$ cat config.mk
export PLATFORM = sky130hd
export DESIGN_NAME = fnc_entry_decode
export DESIGN_NICKNAME = d
export VERILOG_FILES = /design/src/rtl/core/assert_macros.svh /design/src/rtl/core/fnc_pkg.sv /design/src/rtl/core/fnc_entry_decode.sv
export SDC_FILE = /design/constraint.sdc
export NUM_CORES = 1
export LEC_CHECK = 0
export BUFFER_PORTS_ARGS = -buffer_cell sky130_fd_sc_hd__buf_2
export CELL_PAD_IN_SITES_DETAIL_PLACEMENT = 1
export CELL_PAD_IN_SITES_GLOBAL_PLACEMENT = 1
export CORE_ASPECT_RATIO = 1.1
export CORE_MARGIN = 3
export CORE_UTILIZATION = 30
export DETAILED_ROUTE_END_ITERATION = 6
export PLACE_DENSITY = 0.86
export SLEW_MARGIN = 40
export SYNTH_ARGS = -nofsm -noshare
export SYNTH_HDL_FRONTEND = slang
export SYNTH_SLANG_ARGS = --single-unit
$ cat constraint.sdc
create_clock -name vclk -period 1.9
set_input_delay 0.19 -clock vclk [all_inputs]
set_output_delay 0.19 -clock vclk [all_outputs]
set_load 0.01 [all_outputs]
$ cat src/rtl/core/assert_macros.svh
// Assertion macros used by the RTL of the cluster lookup block.
`ifndef ASSERT_MACROS_SVH
`define ASSERT_MACROS_SVH
`ifndef SYNTH
// Property holds at every clock edge outside reset.
`define FNC_ASSERT(label, clk, rst_n, prop, msg) \
  label: assert property (@(posedge clk) disable iff (!rst_n) prop) else $error(msg);
// Condition never holds at a clock edge outside reset.
`define FNC_ASSERT_NEVER(label, clk, rst_n, expr, msg) \
  label: assert property (@(posedge clk) disable iff (!rst_n) !(expr)) else $error(msg);
`else
`define FNC_ASSERT(label, clk, rst_n, prop, msg)
`define FNC_ASSERT_NEVER(label, clk, rst_n, expr, msg)
`endif
`endif

$ cat src/rtl/core/fnc_pkg.sv
`default_nettype none

package fnc_pkg;

  localparam int OFF_W = 30;

  localparam logic [1:0] OP_LOOKUP = 2'd0;
  localparam logic [1:0] OP_OPEN   = 2'd1;
  localparam logic [1:0] OP_WRITE  = 2'd2;

  localparam logic [1:0] ST_HIT  = 2'd0;
  localparam logic [1:0] ST_MISS = 2'd1;
  localparam logic [1:0] ST_FILL = 2'd2;

  localparam logic [1:0] KIND_FAT12 = 2'd0;
  localparam logic [1:0] KIND_FAT16 = 2'd1;

  localparam logic CFG_FAT_KIND = 1'b0;
  localparam logic CFG_RESERVED = 1'b1;

  localparam logic [11:0] FAT12_MASK = 12'hFFF;
  localparam logic [31:0] FAT12_EOC  = 32'h0000_0FF8;
  localparam logic [31:0] FAT12_EXT  = 32'hFFFF_F000;
  localparam logic [31:0] FAT16_EOC  = 32'h0000_FFF8;
  localparam logic [31:0] FAT16_EXT  = 32'hFFFF_0000;

  typedef struct packed {
    logic [1:0] kind;
    logic       odd;
    logic [1:0] lane;
  } fnc_dec_ctl_t;

endpackage

`default_nettype wire

$ cat src/rtl/core/fnc_entry_decode.sv
`default_nettype none

module fnc_entry_decode (
  input  wire fnc_pkg::fnc_dec_ctl_t ctl,
  input  wire logic [31:0]           word0,
  input  wire logic [31:0]           word1,
  output logic      [31:0]           entry
);

  import fnc_pkg::*;

  logic [63:0] pair;
  logic [31:0] raw;
  logic [31:0] e12;
  logic [31:0] e16;

  assign pair = {word1, word0};
  assign raw  = 32'(pair >> {ctl.lane, 3'b000});
  assign e16  = {16'h0000, raw[15:0]};

  // The odd cluster of a FAT12 pair lives in the upper twelve bits.
  assign e12 = ctl.odd ? {20'h00000, raw[15:4]} : {20'h00000, raw[11:0] & FAT12_MASK};

  always_comb begin
    case (ctl.kind)
      KIND_FAT12: entry = (e12 >= FAT12_EOC) ? (e12 | FAT12_EXT) : e12;
      KIND_FAT16: entry = (e16 >= FAT16_EOC) ? (e16 | FAT16_EXT) : e16;
      default:    entry = raw;
    endcase
  end

endmodule

`default_nettype wire

# Word-level counts from Yosys, hierarchy flattened
# Cells that the tools add are included.
# classes
n_shift,1
magnitude_cmp,2
eq_ne,1
n_reduce_logical,1
muxes,4
# ops
op,count
32-bit two-way mux,2
32-bit one-hot mux with 2 select lines,1
64-bit by 5-bit >> shifter with 32-bit output,1
"16-bit greater-or-equal comparator, second input constant",1
"12-bit greater-or-equal comparator, second input constant",1
12-bit two-way mux,1
"2-bit by 1-bit equality test with 1-bit output, second input constant",1
2-bit zero test,1
# totals
register_bits,0
out_inout_bits,32
elab_cells,9
in_bits,69

# Depth between registers and ports, before layout
# logic_depth
word_depth,5
ltp_mapped,8
depth_no_buf,4

# Worst setup path before layout
# No wires, ideal clock.
# synth_timing
path_kind,in2out
from,input ctl[0] (netlist bit)
to,output entry[17]
path_buffers,2
required_ns,1.710
arrival_ns,1.489
slack_ns,0.221
path_stages,6
path_cell_list,buf_6 -> mux4_2 -> and4_4 -> a21oi_4 -> buf_6 -> o211ai_1
# synth_between
elab_chain_cells,5
elab_cells_between_ends,7
cone_classes,order compare: 2; shift: 1; mux: 4
# synth_rtl
item,line_no,rtl
start: declaration,fnc_entry_decode.sv:4,"input wire fnc_pkg::fnc_dec_ctl_t ctl,"
64-bit by 5-bit >> shifter with 32-bit output (*),fnc_entry_decode.sv:18,"assign raw = 32'(pair >> {ctl.lane, 3'b000});"
12-bit two-way mux,fnc_entry_decode.sv:22,"assign e12 = ctl.odd ? {20'h00000, raw[15:4]} : {20'h00000, raw[11:0] & FAT12_MASK};"
12-bit greater-or-equal comparator,fnc_entry_decode.sv:26,KIND_FAT12: entry = (e12 >= FAT12_EOC) ? (e12 | FAT12_EXT) : e12;
32-bit two-way mux,fnc_entry_decode.sv:26,
32-bit one-hot mux with 2 select lines (*),fnc_entry_decode.sv:25,case (ctl.kind)
end: declaration,fnc_entry_decode.sv:7,output logic [31:0] entry
# Mark *: on every way between the ends. The rest lies on a longest branch, timed or not.

# Worst setup path in the final report
# layout_timing
from,input ctl[0] (netlist bit)
to,output entry[25]
# Same word-level chain as after synthesis.

==> impl_results.md <==
- Outcome: finished, violations left
- Failing checks: negative setup slack
- Maxcap violations: 0
- Highest clock rate: 0.509 GHz
- Switching Share: 0.483
- Hold depth: 4
- DIE HEIGHT: 77.8 µm
- Hold path endpoint: entry[14]
- Synth top cells by count: nand2_1 (34), o21ai_0 (21), o211ai_1 (17)
- Critical path endpoint category: output pin
- Sequential cells: 0
- DPL Wire Length: 5120 µm
- Worst Tran Pin Value: 0.234 ns
- Share of total power in combinational logic: 1.000
- Finished Layout Cells: 334
- Tcrit/Tclk final: 1.03
- Flop pwr share: 0
- Port bufs: 93
- Slew Viols, Final: 0
- PwrDens: 273 nW/µm²
- First-pass GRT wire length: 9980 µm
- Antenna diodes: 0
- Pre-CTS setup slack: -0.211 ns
- Final RePlAce weighted congestion: 0.827
- Inst Count DP: 323
- First-pass iteration count of the detailed router: 4
- GRT Util Overall: 0.225
- Synth Cell Area: 1410 µm²
- Core area: 4410 µm²
- Starting Density: 0.319
- Row count: 25
- Overall Power: 606 µW
- Mapped Cells: 161
- Leading area contributor after synthesis: mux4_2
- Final Util: 0.503
- Met3 wire length: 324 µm
- Antenna violations before repair: 0
- Internal: 314 µW
- Met1 Wirelength: 2610 µm
- Setup repair after global routing missed its margin: yes
- Total Routed Length: 6450 µm
- Grt total ovfl: 0
- Final min period: 1.96 ns
- DR iter-0 viols: 70
- CP Launch Type: input pin
- Synthesis-to-finish area growth: 57.7%
- Critical path required time: 1.71 ns
- Clk pwr share: 0
- Worst setup slack after layout: -0.0627 ns
- Setup Crit Path Kind: input pin to output pin
- Io pins: 101
- Fillers: 566
- Most common cell in the netlist: nand2_1
- Synth warnings: 0
- DR vias: 1886
- Register area: 0 µm²
- Yosys cell types: 25
- Share of layout cells above drive strength 1: 0.596
- Hold Slack: 0.856 ns
- VDD IR-drop max: 0.0997 mV
- Post-DR wirelength/cell: 19.3 µm
- NetSw: 293 µW
- Vias in the first global route: 1998
- Max layer used: met4
- Sequential fraction of the synthesis area: 0
- Relative slew slack: 0.839
- Final setup violation count: 14
- Arrival time at the worst endpoint: 1.77 ns
- Die area: 5550 µm²
- Layout net count: 351
- Final hold vios: 0
- Worst min path class: input pin to output pin
- Synth Net Count: 230
- Pin count of the biggest net entering global routing: 17
- HP Start: ctl[3]
- DRC: 0
- Die W: 71.3 µm
- Metal2 WL: 3300 µm
- Post-synth top area share: 0.224
- Mean post-synth cell area: 8.74 µm²
- ANT nets after route: 0
- Dominant cells by area after synthesis: mux4_2 (22%), mux4_1 (13%), mux2i_1 (11%), nand2_1 (9.1%), o211ai_1 (9.1%)
- Leak pwr: 1.10 nW
- Clkbuf count: 0
- Vias per cell: 5.65
- Crit Path Max Fanout: 8
-- routing by layer --
layer | vias to the layer above | GRT usage
li1 | 886 | -
met1 | 907 | 0.276
met2 | 75 | 0.422
met3 | 18 | 0.0117
met4 | 0 | 0.0508
met5 | - | 0
-- through the flow --
stage | area [µm²] | TNS (ns)
global placement | 2090 | -2.39
CTS | 2240 | -0.960
floorplan | 1410 | 0
finish | 2220 | -0.266
detailed placement | 2090 | -3.54
global route | 2220 | -1.51
-- cell usage in the layout, fill, tap and decap left out --
| cell | count |
|---|---|
| mux2_2 | 5 |
| nor2b_1 | 1 |
| nand4_2 | 1 |
| buf_4 | 34 |
| buf_6 | 5 |
| o21ai_0 | 15 |
| o21ai_1 | 5 |
| a21oi_1 | 3 |
| o211ai_1 | 17 |
| a21o_1 | 1 |
| nor2_1 | 6 |
| nand2b_1 | 6 |
| nor3b_1 | 1 |
| mux2i_1 | 14 |
| buf_12 | 3 |
| and4_4 | 3 |
| mux4_2 | 19 |
| nand3_1 | 6 |
| and2_1 | 1 |
| and3_1 | 1 |
| buf_2 | 91 |
| nand3_2 | 1 |
| a21oi_4 | 1 |
| mux4_1 | 2 |
| mux2i_4 | 1 |
| nand4b_4 | 2 |
| nand2_1 | 34 |
| o21ai_2 | 1 |
-- power groups by stage --
stage	registers, mW	clock network [mW]	logic [mW]
after floorplan	0	0	0.298
after global placement	0	0	0.531
after detailed placement	0	0	0.556
after CTS	0	0	0.611
after global routing	0	0	0.657
final	0	0	0.606
-- cell families (layout without fill, tap and decap cells) --
| kind of cell | count (synthesis) | count (layout) | synth area share |
|---|---|---|---|
| and+or+nand+nor | 62 | 63 | 0.225 |
| AOI/OAI and AO/OA | 43 | 43 | 0.193 |
| muxes | 41 | 41 | 0.502 |
| buffers and inverters | 15 | 133 | 0.0801 |
-- worst max-delay path, stage by stage --
cell	delay, ns
buf_12	0.10
buf_12	0.12
mux4_2	0.55
and4_4	0.19
a21oi_4	0.16
buf_6	0.16
o211ai_1	0.13
buf_2	0.16
-- layout make-up --
type / count / area, µm² / area share
multi-input cells: 147 / 1320 / 0.597
repair buffers: 133 / 827 / 0.373
well taps: 54 / 67.6 / 0.0305
-- worst max path at each step --
stage | from | to | slack [ns] | depth (start not counted)
floorplan | ctl[0] | entry[17] | 0.22 | 6
global placement | ctl[0] | entry[16] | -0.15 | 8
finish | ctl[0] | entry[25] | -0.06 | 8
detailed placement | ctl[0] | entry[16] | -0.21 | 8
CTS | ctl[0] | entry[16] | -0.07 | 9
global route | ctl[0] | entry[20] | -0.12 | 8
-- what timing repair did --
action / CTS / global route
gates cloned: 2 / 0
pin swaps: 18 / 8
hold buffers: 0 / 0
setup endpoints to repair: 23 / 24
gates resized for setup: 21 / 10
buffers inserted: 10 / 1
(Power assumes the default switching activity.)
